$ cat config.mk
export PLATFORM = sky130hd
export DESIGN_NAME = tristrip_to_triangle_list_top
export DESIGN_NICKNAME = d
export VERILOG_FILES = /design/src/rtl/tts_pkg.sv /design/src/rtl/tts_front.sv /design/src/rtl/tts_fifo.sv /design/src/rtl/tts_back.sv /design/src/rtl/tristrip_to_triangle_list_top.sv
export SDC_FILE = /design/constraint.sdc
export NUM_CORES = 1
export LEC_CHECK = 0
export BUFFER_PORTS_ARGS = -buffer_cell sky130_fd_sc_hd__clkbuf_2
export CELL_PAD_IN_SITES_DETAIL_PLACEMENT = 0
export CELL_PAD_IN_SITES_GLOBAL_PLACEMENT = 1
export CORE_MARGIN = 5
export CORE_UTILIZATION = 35
export CTS_CLUSTER_SIZE = 24
export DETAILED_ROUTE_END_ITERATION = 8
export GPL_TIMING_DRIVEN = 1
export PLACE_DENSITY = 0.57
export RECOVER_POWER = 25
export SLEW_MARGIN = 40
export SYNTH_ARGS = -nofsm -noshare
export SYNTH_HDL_FRONTEND = slang
export SYNTH_SLANG_ARGS = --single-unit
$ cat constraint.sdc
create_clock -name i_clk -period 5.6 [get_ports i_clk]
set_input_delay 1.12 -clock i_clk [delete_from_list [all_inputs] [get_ports i_clk]]
set_output_delay 1.12 -clock i_clk [all_outputs]
set_load 0.02 [all_outputs]
$ cat src/rtl/tts_pkg.sv
`default_nettype none
// ----------------------------------------------------------------------------
// tts_pkg: shared types and constants
// index width, restart reset value and the payload structs of the converter
// ----------------------------------------------------------------------------
package tts_pkg;

    localparam int unsigned INDEX_W = 16;
    localparam logic [INDEX_W-1:0] RESTART_RESET = 16'hFFFF;

    typedef logic [INDEX_W-1:0] t_index;

    // one strip index from the input side
    typedef struct packed {
        t_index vertex_index;
        logic   end_of_list;
    } t_in_item;

    // one triangle toward the result side
    typedef struct packed {
        t_index corner_a;
        t_index corner_b;
        t_index corner_c;
    } t_out_item;

    // triangle as found by the front, before the winding swap
    typedef struct packed {
        t_index older;
        t_index newer;
        t_index latest;
        logic   odd;
    } t_tri_entry;

endpackage : tts_pkg
`default_nettype wire

$ cat src/rtl/tts_front.sv
`default_nettype none
// ----------------------------------------------------------------------------
// tts_front: strip tracking
// keeps the segment history, spots restarts and degenerate triangles
// ----------------------------------------------------------------------------
module tts_front (
    input  wire logic               i_clk,
    input  wire logic               i_rst_n,
    input  wire logic               i_cfg_we,
    input  wire tts_pkg::t_index    i_cfg_data,
    input  wire logic               i_accept,
    input  wire tts_pkg::t_in_item  i_item,
    output logic                    o_emit,
    output tts_pkg::t_tri_entry     o_tri
);
    import tts_pkg::*;

    t_index     r_restart;
    t_index     r_older;
    t_index     r_newer;
    logic [1:0] r_fill;
    logic       r_odd;

    t_index     n_older;
    t_index     n_newer;
    logic [1:0] n_fill;
    logic       n_odd;

    logic is_restart;
    logic full_segment;
    logic distinct;

    assign is_restart   = (i_item.vertex_index == r_restart);
    assign full_segment = (r_fill == 2'd2);
    assign distinct     = (r_older != r_newer) && (r_newer != i_item.vertex_index)
                          && (r_older != i_item.vertex_index);

    assign o_emit = !is_restart && full_segment && distinct;
    assign o_tri  = '{older: r_older, newer: r_newer,
                      latest: i_item.vertex_index, odd: r_odd};

    always_comb begin
        n_older = r_older;
        n_newer = r_newer;
        n_fill  = r_fill;
        n_odd   = r_odd;
        if (!is_restart) begin
            if (full_segment) begin
                n_odd = !r_odd;
            end else begin
                n_fill = r_fill + 2'd1;
            end
            n_older = r_newer;
            n_newer = i_item.vertex_index;
        end
        // restart or end of list empties the segment
        if (is_restart || i_item.end_of_list) begin
            n_fill = 2'd0;
            n_odd  = 1'b0;
        end
    end

    always_ff @(posedge i_clk) begin
        if (!i_rst_n) begin
            r_restart <= RESTART_RESET;
            r_older   <= '0;
            r_newer   <= '0;
            r_fill    <= 2'd0;
            r_odd     <= 1'b0;
        end else begin
            if (i_cfg_we) begin
                r_restart <= i_cfg_data;
            end
            if (i_accept) begin
                r_older <= n_older;
                r_newer <= n_newer;
                r_fill  <= n_fill;
                r_odd   <= n_odd;
            end
        end
    end

endmodule : tts_front
`default_nettype wire

$ cat src/rtl/tts_fifo.sv
`default_nettype none
// ----------------------------------------------------------------------------
// tts_fifo: triangle queue
// short register queue between the strip front and the output stage
// ----------------------------------------------------------------------------
module tts_fifo #(
    parameter int unsigned DEPTH = 4
) (
    input  wire logic                 i_clk,
    input  wire logic                 i_rst_n,
    input  wire logic                 i_wr,
    input  wire tts_pkg::t_tri_entry  i_wr_data,
    input  wire logic                 i_rd,
    output tts_pkg::t_tri_entry       o_rd_data,
    output logic                      o_full,
    output logic                      o_empty
);
    import tts_pkg::*;

    localparam int unsigned PTR_W = (DEPTH > 1) ? $clog2(DEPTH) : 1;
    localparam int unsigned CNT_W = $clog2(DEPTH + 1);
    localparam logic [PTR_W-1:0] LAST_PTR = PTR_W'(DEPTH - 1);
    localparam logic [CNT_W-1:0] FULL_CNT = CNT_W'(DEPTH);

    t_tri_entry       r_mem [DEPTH];
    logic [PTR_W-1:0] r_wr_ptr;
    logic [PTR_W-1:0] r_rd_ptr;
    logic [CNT_W-1:0] r_count;

    logic do_wr;
    logic do_rd;

    assign o_full    = (r_count == FULL_CNT);
    assign o_empty   = (r_count == '0);
    assign do_wr     = i_wr && !o_full;
    assign do_rd     = i_rd && !o_empty;
    assign o_rd_data = r_mem[r_rd_ptr];

    always_ff @(posedge i_clk) begin
        if (do_wr) begin
            r_mem[r_wr_ptr] <= i_wr_data;
        end
    end

    always_ff @(posedge i_clk) begin
        if (!i_rst_n) begin
            r_wr_ptr <= '0;
            r_rd_ptr <= '0;
            r_count  <= '0;
        end else begin
            if (do_wr) begin
                r_wr_ptr <= (r_wr_ptr == LAST_PTR) ? '0 : r_wr_ptr + 1'b1;
            end
            if (do_rd) begin
                r_rd_ptr <= (r_rd_ptr == LAST_PTR) ? '0 : r_rd_ptr + 1'b1;
            end
            if (do_wr && !do_rd) begin
                r_count <= r_count + 1'b1;
            end else if (do_rd && !do_wr) begin
                r_count <= r_count - 1'b1;
            end
        end
    end

endmodule : tts_fifo
`default_nettype wire

$ cat src/rtl/tts_back.sv
`default_nettype none
// ----------------------------------------------------------------------------
// tts_back: output stage
// applies the winding swap and holds the result until it is popped
// ----------------------------------------------------------------------------
module tts_back (
    input  wire logic                 i_clk,
    input  wire logic                 i_rst_n,
    input  wire logic                 i_q_empty,
    input  wire tts_pkg::t_tri_entry  i_q_data,
    output logic                      o_q_rd,
    input  wire logic                 i_pop,
    output logic                      o_empty,
    output tts_pkg::t_out_item        o_item
);
    import tts_pkg::*;

    logic      r_valid;
    t_out_item r_item;
    t_out_item n_item;

    assign o_q_rd  = !i_q_empty && (!r_valid || i_pop);
    assign o_empty = !r_valid;
    assign o_item  = r_item;

    always_comb begin
        n_item.corner_a = i_q_data.older;
        if (i_q_data.odd) begin
            n_item.corner_b = i_q_data.latest;
            n_item.corner_c = i_q_data.newer;
        end else begin
            n_item.corner_b = i_q_data.newer;
            n_item.corner_c = i_q_data.latest;
        end
    end

    always_ff @(posedge i_clk) begin
        if (o_q_rd) begin
            r_item <= n_item;
        end
    end

    always_ff @(posedge i_clk) begin
        if (!i_rst_n) begin
            r_valid <= 1'b0;
        end else if (o_q_rd) begin
            r_valid <= 1'b1;
        end else if (i_pop) begin
            r_valid <= 1'b0;
        end
    end

endmodule : tts_back
`default_nettype wire

$ cat src/rtl/tristrip_to_triangle_list_top.sv
`default_nettype none
// ----------------------------------------------------------------------------
// tristrip_to_triangle_list_top: strip to triangle list converter
// turns a triangle strip index stream with primitive restart into triangles
// ----------------------------------------------------------------------------
// usage
//   input side is a queue write port: an index is transferred on a clock
//   edge with push high and full low; one index can be taken every cycle
//   result side is a queue read port: while empty is low the oldest triangle
//   sits on o_item and is transferred on an edge with pop high
//   an index equal to the restart register ends the strip segment; the first
//   two indices of a segment and degenerate triangles give no result, the
//   latter still flip the winding parity; end_of_list clears the segment
//   a closing index writes its triangle into the queue, and the output stage
//   loads the queue head once its result register is empty or being popped
//   throughput: one index per cycle while full is low, one triangle per cycle
//   while pop is high; the front's compare and history update set the rate
//   when the receiver stalls, triangles back up in the QUEUE_DEPTH entry
//   queue plus the output register; full rises only when the queue is full
//   reset (synchronous, active low) empties the segment and all queues and
//   loads the restart register with 0xffff; with no check in the block, the
//   user must write the restart register with i_cfg_we only while idle
// ----------------------------------------------------------------------------
module tristrip_to_triangle_list_top #(
    parameter int unsigned QUEUE_DEPTH = 4
) (
    input  wire logic               i_clk,
    input  wire logic               i_rst_n,
    // configuration
    input  wire logic               i_cfg_we,
    input  wire tts_pkg::t_index    i_cfg_data,
    // index input
    input  wire logic               push,
    output logic                    full,
    input  wire tts_pkg::t_in_item  i_item,
    // triangle output
    output logic                    empty,
    input  wire logic               pop,
    output tts_pkg::t_out_item      o_item
);
    import tts_pkg::*;

    logic       accept;      // index transfer on this edge
    logic       emit;        // offered index would close a proper triangle
    t_tri_entry tri_new;
    t_tri_entry tri_head;
    logic       q_full;
    logic       q_empty;
    logic       q_rd;

    // front stalls only on a full queue
    assign full   = q_full;
    assign accept = push && !q_full;

    tts_front u_front (
        .i_clk      (i_clk),
        .i_rst_n    (i_rst_n),
        .i_cfg_we   (i_cfg_we),
        .i_cfg_data (i_cfg_data),
        .i_accept   (accept),
        .i_item     (i_item),
        .o_emit     (emit),
        .o_tri      (tri_new)
    );

    // decouples strip tracking from the receiver
    tts_fifo #(
        .DEPTH (QUEUE_DEPTH)
    ) u_fifo (
        .i_clk     (i_clk),
        .i_rst_n   (i_rst_n),
        .i_wr      (accept && emit),
        .i_wr_data (tri_new),
        .i_rd      (q_rd),
        .o_rd_data (tri_head),
        .o_full    (q_full),
        .o_empty   (q_empty)
    );

    // winding fix and result register
    tts_back u_back (
        .i_clk     (i_clk),
        .i_rst_n   (i_rst_n),
        .i_q_empty (q_empty),
        .i_q_data  (tri_head),
        .o_q_rd    (q_rd),
        .i_pop     (pop),
        .o_empty   (empty),
        .o_item    (o_item)
    );

endmodule : tristrip_to_triangle_list_top
`default_nettype wire

**Word level (Yosys, flattened, before mapping)**

Memory sizes are Yosys's and may differ from the RTL's. A register that Yosys moved wholly into a read port is not among the register bits.
Index checks and enable logic that the tools add are counted.

- Bits in registers: 107
- Bits in writable memories: 196
- Input bits: 38
- Memories: 1

Memories:

| memory | depth | bits a word | read ports | clocked after Yosys merged registers in | wr ports | line | text |
|---|---|---|---|---|---|---|---|
| u_fifo.r_mem | 4 | 49 | 1 | 1 | 1 | tts_fifo.sv:25 | `t_tri_entry r_mem [DEPTH];` |

- Add/sub/neg operators: 5
- Equal/unequal tests: 10
- Mux-type cells: 17
- Bitwise operators: 1
- Reductions and logical operators: 27

Operators with widths:

| kind | number |
|---|---|
| $ne 16x16->1 | 3 |
| $mux 32 | 1 |
| $eq 16x16->1 | 1 |
| $mux 2 | 7 |
| $logic_and 1x1->1 | 11 |
| $logic_not 1->1 | 7 |
| $mux 1 | 7 |
| $add 2x1->2 const B | 3 |
| $eq 2x2->1 const B | 3 |
| $mux 3 | 2 |
| $reduce_and 3->1 | 2 |
| $reduce_bool 2->1 | 3 |
| $ne 2x2->1 const B | 2 |
| $add 3x1->3 const B | 1 |
| $eq 3x3->1 const B | 1 |
| $logic_not 3->1 | 1 |
| $sub 3x1->3 const B | 1 |
| $logic_or 1x1->1 | 2 |
| $reduce_and 2->1 | 1 |
| $not 1->1 | 1 |

**Depth between registers and ports, before layout**

Gate-level depths: netlist of run 1.

- Depth after elaboration: 10
- Mapped depth: 12
- Depth with buffers taken out: 11

**Hierarchy**

From an unflattened synthesis of run 1, not the netlist that was laid out.

- Cells, all modules: 679
- Area total of the unflattened synthesis: 12413.2 µm²

By module, submodules not included:

| module | times used | cells an instance | area an instance (µm²) |
|---|---|---|---|
| tts_fifo | 1 | 307 | 7566.0 |
| tts_front | 1 | 281 | 2802.7 |
| tts_back | 1 | 89 | 2029.4 |
| tristrip_to_triangle_list_top | 1 | 2 | 15.0 |

**Least setup slack after synthesis of run 1**

OpenSTA, ideal clock, no wires.

- Path type: in2reg
- From: input port pop
- To: register u_fifo.r_count[2]
- Arrival time: 5.007 ns
- Slack: 0.523 ns
- Stages on the path: 9
- Buffers on the path: 0
- Path through: inv_1 -> a21oi_1 -> inv_1 -> ha_1 -> inv_1 -> fa_1 -> xor2_1 -> or3_1 -> a21oi_1

- Longest elaborated chain between the ends: 6

RTL lines:

| what | line | text |
|---|---|---|
| start, declared | tristrip_to_triangle_list_top.sv:38 | `input wire logic pop,` |
| $logic_or 1x1->1 * | tts_back.sv:22 | `assign o_q_rd = !i_q_empty && (!r_valid \|\| i_pop);` |
| $logic_and 1x1->1 * | tts_back.sv:22 |  |
| via q_rd | tristrip_to_triangle_list_top.sv:49 | `logic q_rd;` |
| $logic_and 1x1->1 * | tts_fifo.sv:36 | `assign do_rd = i_rd && !o_empty;` |
| $logic_not 1->1 | tts_fifo.sv:57 | `if (do_wr && !do_rd) begin` |
| $logic_and 1x1->1 | tts_fifo.sv:57 |  |
| $mux 3 or $reduce_bool 2->1 (tied branches) | - |  |
| end signal, assigned | tts_fifo.sv:58 | `r_count <= r_count + 1'b1;` |
| end signal, assigned | tts_fifo.sv:60 | `r_count <= r_count - 1'b1;` |
| end, declared | tts_fifo.sv:28 | `logic [CNT_W-1:0] r_count;` |

Mark *: on every way through the listed nets, which the timed path passes. The rest lies on a longest branch.
A chain may end at the register's enable or synchronous reset.

**Final worst setup path of run 1**

- From: input port i_item[3] in the netlist's numbering
- To: register u_fifo.r_count[2]

- Longest elaborated chain between the ends: 9

RTL lines:

| what | line | text |
|---|---|---|
| start, declared | tristrip_to_triangle_list_top.sv:35 | `input wire tts_pkg::t_in_item i_item,` |
| $eq 16x16->1 or $ne 16x16->1 (tied branches) | tts_front.sv:33, tts_front.sv:35 |  |
| $logic_not 1->1 or $logic_and 1x1->1 (tied branches) | tts_front.sv:38, tts_front.sv:35 |  |
| $logic_and 1x1->1 (on tied branches) | tts_front.sv:38, tts_front.sv:36 |  |
| $logic_and 1x1->1 * | tts_front.sv:38 | `assign o_emit = !is_restart && full_segment && distinct;` |
| $logic_and 1x1->1 * | tristrip_to_triangle_list_top.sv:72 | `.i_wr (accept && emit),` |
| $logic_and 1x1->1 * | tts_fifo.sv:35 | `assign do_wr = i_wr && !o_full;` |
| $logic_not 1->1 | tts_fifo.sv:59 | `end else if (do_rd && !do_wr) begin` |
| $logic_and 1x1->1 | tts_fifo.sv:59 |  |
| $reduce_bool 2->1 (no source line) | - |  |

Every way passes the cells marked *; elsewhere a longest branch is shown, timed or not.

==> flow_results.org, run 1 <==
** Min path
- The worst hold path belongs to the class reg -> reg.

** Global route
- Via count of the first global-routing pass :: 6511
- In the global route stage, met1 resource usage came out at about 17%.
- Wire length of the first global-routing pass :: 38700 um
- In the global route stage, overall resource usage came out at 13.1%.
- For this run the aggregate overflow at the end of global routing stands at 0.
- In the global route stage, met3 resource usage came out at 2.51%.
- The number of antenna violations at the first check in global routing is 0.
- Entering global routing, the biggest net connects 50 pins.
- Global routing's busiest layer :: met2
- For this run, global-route usage on met2 was measured as between 20% and 30%.

** Synthesis
- Counting every net in the synthesized netlist gives roughly 700.
- Synthesized netlist cell count :: 653
- After synthesis the netlist holds a flip-flop and latch count of 305.
- Netlist Area Pre-Place :: 0.0119 mm2
- The number of different library cells used by synthesis comes to 30.
- Share of the yosys chip area belonging to registers :: 71.9%
- After synthesis, the cell types taking the most area are sky130_fd_sc_hd__edfxtp_1 62%, sky130_fd_sc_hd__dfxtp_1 10%, sky130_fd_sc_hd__mux4_2 9.3%.
- In this run the biggest area consumer among cell types represents 61.6% of the synthesized area.
- Each instance of the synthesized netlist takes up on average 18.2 um2.
- The synthesized design spends more area on one cell type than any other, namely sky130_fd_sc_hd__edfxtp_1.
- Synthesis warning total :: 0

** CTS
- In this run the post-CTS setup repair buffer count came out at 0.
- The root buffer cell chosen for the clock tree is sky130_fd_sc_hd__clkbuf_16.
- Clock latency on the worst-skew pair :: 0.50 ns
- Clock-pin slew on the worst setup and hold paths :: 0.06 ns
- CTS Hold Buffers Added :: 0
- Post-cts sizing count :: 0
- Level count of the clock H-tree :: 2
- In this run the deepest clock path goes through 3 buffers.
- TritonCTS clock tree :: yes
- Number of buffers created by CTS :: 34
- The tree built by TritonCTS fans out to 305 sinks.

** Floorplan
- In this run the core area contains 67 standard-cell rows.
- The die covers 0.0378 mm2.
- The die is a little under 200 um wide.
- The total area inside the core boundary comes to 0.0335 mm2.
- Number of placed I/O pins :: 88
- Once the floorplan was initialized, standard cells occupied 35.5% of the core.
- Measured along the y axis, the die boundary spans 194 um.

** Worst setup path
- Endpoint type of the worst setup path :: flip-flop
- Peak per-stage delay on the critical path :: 0.65 ns
- Traced cell by cell, the critical path runs through clkbuf_1 -> xor2_1 -> nor4_1 -> and4_4 -> nor4_1 -> and4_1 -> ha_1 -> inv_1 -> fa_1 -> xor2_1 -> or3_1 -> a21oi_1.
- Of all nets on the critical path, the largest fanout is 8.
- Data on the critical path arrives at its endpoint at around 4 ns.
- Data on the critical path is required at its endpoint by 6.02 ns.
- Crit path max-delay cell type :: sky130_fd_sc_hd__nor4_1
- Critical path type :: in -> reg
- Crit start category :: input pin

** Timing
- Setup violators final :: 0
- Share of the clock period used by the worst path :: 64.5%
- Relative slew slack :: 45.7%
- Setup slack closes at 1.99 ns.
- Sum of negative setup slack :: 0 ns
- Actual transition at the worst max-transition pin :: 0.814 ns
- Final clock skew :: 0.0143 ns
- RSZ-0062 raised after global routing :: false
- Highest achievable clock rate :: approximately 0.28 GHz
- Final slew viol count :: 0
- Subtracting the final worst setup slack from the clock period gives 3.61 ns.
- The final hold violation count was 0.
- Worst hold margin :: just under 0.5 ns

** Detailed routing
- After the first detailed-routing iteration, the DRC count stood at 235.
- Vias/cell :: 4.79
- Residual DRC count :: 0
- Dividing the detail-routed wire length by the instance count gives 19.9 um.
- The detail route stage leaves a number of antenna-violating nets equal to 0.
- Across all layers, the routed design uses 5906 vias.
- Before antenna repair, the detailed router went through 4 iterations.
- Total routed wirelength :: roughly 25000 um

** Finish
- For this run, the post-layout net count is 806.
- The finished layout holds 1232 standard cells, fillers aside.
- From synthesis to final layout, the design area changed by 17.0%.
- Antenna diode count :: 0
- At the end of the flow the core is filled with cells to 41.5%.
- Fill cell instance count of the final layout :: 3075
- Of the cells placed in the final design, the portion with a size suffix greater than 1 is between 20 and 30%.
- Final Instance Area :: roughly 0.014 mm2

** Run status
- The flow ran to the end, and the final reports show no timing, DRC or antenna violations.

** Pwr
- Final Power :: 6.54 mW
- For this design the ratio of total power to cell area is 469 mW/mm2.
- The analysis attributes to cell leakage a power of between 4 and 5 nW.
- VDD sags by at most between 0.15 and 0.2 mV.

** Placement
- Worst slack at placement :: 1.55 ns
- After detailed placement, the design holds a cell count of 1172.
- In this run the cell area measured after placement is 0.0129 mm2.
- Summed over all nets, the half-perimeter wirelength after detailed placement is 15400 um.
- Weighted congestion reported at the end of routability-driven placement :: 0.775
- I/O Buffers :: 87

** Job
- Max Cap Violations :: 0
==> final cells by class <==
type | count | area, um2 | share of cell area (%)
Clock buffer | 52 | 975 | 7.00
Clock inverter | 8 | 63.8 | 0.458
Inverter | 9 | 33.8 | 0.243
Multi-Input combinational cell | 313 | 3210 | 23.1
Sequential cell | 305 | 8550 | 61.4
Tap cell | 448 | 561 | 4.03
Timing Repair Buffer | 97 | 524 | 3.76
==> per-layer routing <==
metal  up-vias  part of all wire [%]
met1      3016                    44
met2       115                    50
met5         -                     0
met4         0                   1.9
met3        33                   3.9
li1       2742                     -
==> sequential cells by signal, summed over array words and instances, names as in the netlist, named ones only <==
| signal | flops |
|---|---|
| u_front.r_fill | 2 |
| u_fifo.r_wr_ptr | 2 |
| u_back.r_valid | 1 |
| u_front.r_older | 16 |
| u_front.r_odd | 1 |
| u_fifo.r_count | 3 |
| u_fifo.r_rd_ptr | 2 |
| u_back.o_item | 48 |
| u_front.r_newer | 16 |
| u_front.r_restart | 16 |
| u_fifo.r_mem | 196 |
==> kinds of logic after synthesis <==
logic type	after synthesis	synth area share [%]
buf+inv	35	1.33
fa+ha+maj	8	0.904
xor+xnor	66	4.86
compound gates	10	0.484
simple gates	95	3.80
mux	134	16.8
flops	305	71.9
==> synth_stat cells (all sizes together) <==
cell type / count
clkbuf: 16
a41oi: 1
or4: 1
mux4: 49
mux2: 33
or3: 2
mux2i: 52
inv: 9
ha: 7
nand4bb: 1
and4: 2
nand4: 9
dfxtp: 61
o21ai: 2
nor4: 11
buf: 10
xor2: 34
edfxtp: 244
fa: 1
a21oi: 6
nor3: 3
xnor2: 32
nor2: 39
nand2: 23
and2: 4
o32ai: 1
==> worst max-delay path, delay by kind of cell <==
family                     cells  cell delay, ns
AOI/OAI and AO/OA              1            0.15
xor gates and xnor gates       2            0.19
adders and majority gates      2            0.42
buffers and inverters          2            0.41
and+or+nand+nor                5            1.73
==> placed cells by master, fill, tap and decap left out, drive strengths merged <==
master,count
nor3,3
clkbuf,139
nand4bb,1
fa,1
and4,2
mux2,33
inv,9
a41oi,1
and2,4
xor2,34
clkinv,7
o21ai,2
nand2,23
or3,2
mux2i,52
bufinv,1
dfxtp,61
o32ai,1
edfxtp,244
nor2,39
mux4,49
a21oi,6
nor4,11
buf,10
xnor2,32
nand4,9
or4,1
ha,7
==> path summary, 6_finish.rpt <==
kind | start | endpoint | slack, ns | cells after the start
worst max-delay path | i_item[3] | u_fifo.r_count[2] | 1.99 | 12
worst min-delay path | u_front.r_fill[1] | u_front.r_fill[1] | 0.48 | 2
worst max register to register | u_front.r_restart[2] | u_fifo.r_count[2] | 2.55 | 11
worst min register to register | u_front.r_fill[1] | u_front.r_fill[1] | 0.48 | 2
==> power breakdown <==
| part | internal [mW] | switching, mW | leakage, nW |
|---|---|---|---|
| logic | 0.641 | 0.852 | 1.58 |
| clock network | 1.24 | 0.816 | 0.505 |
| registers | 2.82 | 0.162 | 2.75 |
| total | 4.71 | 1.83 | 4.84 |
Note: power is estimated with default switching activity, not from simulation.
==> run 2: changes to the inputs <==
- clock period: 5.6 -> 3.4 ns (I/O delays scaled with it)
==> flow_results.org, run 2 (synthesis results as in run 1) <==
** Finish
- More flip-flops sit in one register than any other, and that register is u_fifo.r_mem.
- Highest-count cells in the layout ignoring fill and taps :: 244 x sky130_fd_sc_hd__edfxtp_1, 74 x sky130_fd_sc_hd__clkbuf_2, 59 x sky130_fd_sc_hd__dfxtp_1
- The count of cells in the finished layout, fillers not included, comes to 1258.
- The library cell used most frequently in the layout, excluding fill and tap cells, is sky130_fd_sc_hd__edfxtp_1.
- Antenna diode count :: 0
- The register with the most flip-flops in the layout has 196 of them.
- In the final design database the tool counted between 800 and 900 nets.
- Cells with a size suffix above 1 make up 28.6% of the layout.
- Relative to the synthesized area, the layout overhead comes to 19.1%.

** Min path
- The min-delay analysis places its worst path in the category in -> reg.
- Cell count of the worst hold path :: 3
- In this run the most critical hold path is launched from i_cfg_data[13].
- The worst hold path terminates at u_front.r_restart[13].

** Timing
- Setup repair after global routing left no endpoint under its margin.
- Share of the clock period used by the worst path :: 88.0%
- Sum of negative setup slack :: 0 ns
- Relative slew slack :: 54.1%
- Actual transition at the worst max-transition pin :: 0.688 ns
- Worst hold margin :: 0.382 ns
- Final-report hold violation count :: 0
- Static timing analysis puts the maximum clock frequency at roughly 0.33 GHz.
- Between clock sinks in the finished design, the worst skew comes to 0.0187 ns.
- Final slew viol count :: 0
- Min Clock Period, post-route :: 2.99 ns
- Setup violators final :: 0

** Pwr
- Switching power :: 3.10 mW
- In this run switching power makes up about 29% of total power.
- Proportion of power drawn by flip-flops and latches :: 45.2%
- Internal power :: 7.78 mW
- The share of total power dissipated in combinational logic is 22.8%.
- Across the VDD grid, the largest voltage drop is 0.331 mV.
- Dividing total power by cell area gives a power density of 769 mW/mm2.
- Power share of the clock group :: 32.0%
- Total leakage power :: between 4 and 5 nW

** CTS
- The number of setup buffers added after CTS is 0.
- Number of sinks driven by the clock tree :: 305
- TritonCTS clock tree :: yes
- Clock tree synthesis selected as its root buffer the cell sky130_fd_sc_hd__clkbuf_16.
- Clock latency on the worst-skew pair :: between 0.5 and 0.6 ns
- The H-tree was split into 2 levels.
- In this run, CTS created clock tree buffers numbering 35.
- Post-cts sizing count :: 0
- Max clock buf depth :: 3
- After clock tree synthesis, the clock-pin slew on the worst setup and hold paths is around 0.060 ns.
- The number of hold buffers added after CTS was 0.

** Floorplan
- The die is between 150 and 200 um tall.
- Effective utilization at floorplan :: 35.5%
- Placement row count :: 67
- The core region is 0.0335 mm2.
- Number of placed I/O pins :: 88
- The die covers roughly 0.038 mm2.
- Die span in x :: 194 um

** Worst setup path
- Data required time of the worst path :: approximately 3.8 ns
- In this run the critical register-to-register path is launched from u_front.r_restart[5].
- Across all register-to-register paths, the minimum setup slack is 0.62 ns.
- Critical path type :: in -> reg
- Traced cell by cell, the critical path runs through clkbuf_1 -> clkbuf_1 -> xnor2_1 -> nand4_1 -> nor4_1 -> nor4_1 -> and4_1 -> ha_1 -> inv_1 -> fa_1 -> xor2_1 -> or3_1 -> a21oi_1.
- Endpoint type of the worst setup path :: flip-flop
- For this run, the slowest stage of the critical path takes 0.46 ns.
- Crit path max fanout :: 7
- Crit path max-delay cell type :: sky130_fd_sc_hd__clkbuf_1
- Arrival @ worst endpoint :: 3.43 ns
- Capture point of the worst reg-to-reg path :: u_fifo.r_count[2]
- For the worst flop-to-flop path, the logic depth is 13.
- The worst setup path is launched from an input pin.

** Global route
- Leftover overflow at the end of global routing :: 0
- Entering global routing, the biggest net connects 50 pins.
- The first global-routing pass estimated just under 40000 um of wire.
- The number of antenna violations at the first check in global routing is 0.
- GRT Util Overall :: 13.2%
- The number of global-route vias before repair is 6537.

** Detailed routing
- For this run, design rule violations remaining after detail routing come to 0.
- The detailed router placed 6039 vias in this run.
- Before antenna repair, the detailed router went through 4 iterations.
- After detailed routing, the number of vias per cell comes to 4.80.
- For this block, the initial DRC count from the detailed router was 340.
- Total routed wirelength :: 25000 um
- Wire length per cell after detailed routing :: about 20 um
- ANT nets after route :: 0

** Placement
- Weighted congestion reported at the end of routability-driven placement :: 0.732
- I/O Buffers :: 87
- The HPWL after detailed placement is 16100 um.
- Cell Count Post-Placement :: 1194

** Job
- Max-cap violations in this run came to 0.

** Run status
- Run status :: finished clean
## run 2: changes by cell type in the layout (fill, tap and decap cells not counted), moves of 2 or more
| cell | delta |
|---|---|
| sky130_fd_sc_hd__buf_12 | +9 |
| sky130_fd_sc_hd__clkbuf_1 | +18 |
| sky130_fd_sc_hd__buf_4 | +2 |
| sky130_fd_sc_hd__clkbuf_2 | -8 |
| sky130_fd_sc_hd__clkinv_2 | +2 |
| sky130_fd_sc_hd__clkinv_4 | +2 |
## run 2: per-layer routing
metal,vias to the layer above,global-route usage [%],routed length (um)
li1,2779,-,-
met1,3090,17.8,11100
met2,129,22.0,12200
met3,41,2.91,1220
met4,0,3.41,523
met5,-,0,0
## run 2: power groups by stage
stage          combinational (mW)  sequential [mW]  clock (mW)
6_report                     2.48             4.92        3.49
5_1_grt                      2.70             4.99        3.76
4_1_cts                      2.58             4.94        3.60
3_5_place_dp                 2.56             5.02           0
3_3_place_gp                 2.52             5.00           0
2_1_floorplan                1.44             5.28           0
## run 2: through the flow
stage / power (mW) / setup WS [ns] / area, um2 / utilization [%]
final: 10.9 / 0.407 / 14200 / 42.2
after global routing: 11.4 / 0.236 / 14200 / 42.2
after CTS: 11.1 / 0.590 / 14200 / 42.4
after detailed placement: 7.58 / 0.122 / 13100 / 39.2
after global placement: 7.52 / 0.215 / 13100 / 39.2
after floorplan: 6.72 / 0.170 / 11900 / -
## run 2: how the worst max path moves through the flow
stage	start	endpoint	slack (ns)
after floorplan	i_item[10]	u_fifo.r_mem[3][0]	0.17
after global routing	i_item[7]	u_fifo.r_count[2]	0.24
after detailed placement	i_item[6]	u_fifo.r_count[2]	0.12
after global placement	i_item[6]	u_fifo.r_count[2]	0.21
final	i_item[10]	u_fifo.r_count[2]	0.41
after CTS	u_front.r_restart[5]	u_fifo.r_count[2]	0.59
## run 2: cell type report
cell class / count / area, um2
inverters: 9 / 33.8
flip-flops and latches: 305 / 8550
fillers: 3073 / 19400
clock inverters: 15 / 116
well taps: 448 / 561
multi-input cells: 313 / 3210
clock buffers: 49 / 960
repair buffers: 119 / 727
## run 2: critical path, delay by kind of cell
kind / cells / cell delay (ns)
simple gates: 5 / 1.22
buf+inv: 3 / 0.75
compound gates: 1 / 0.14
xor+xnor: 2 / 0.25
fa+ha+maj: 2 / 0.39
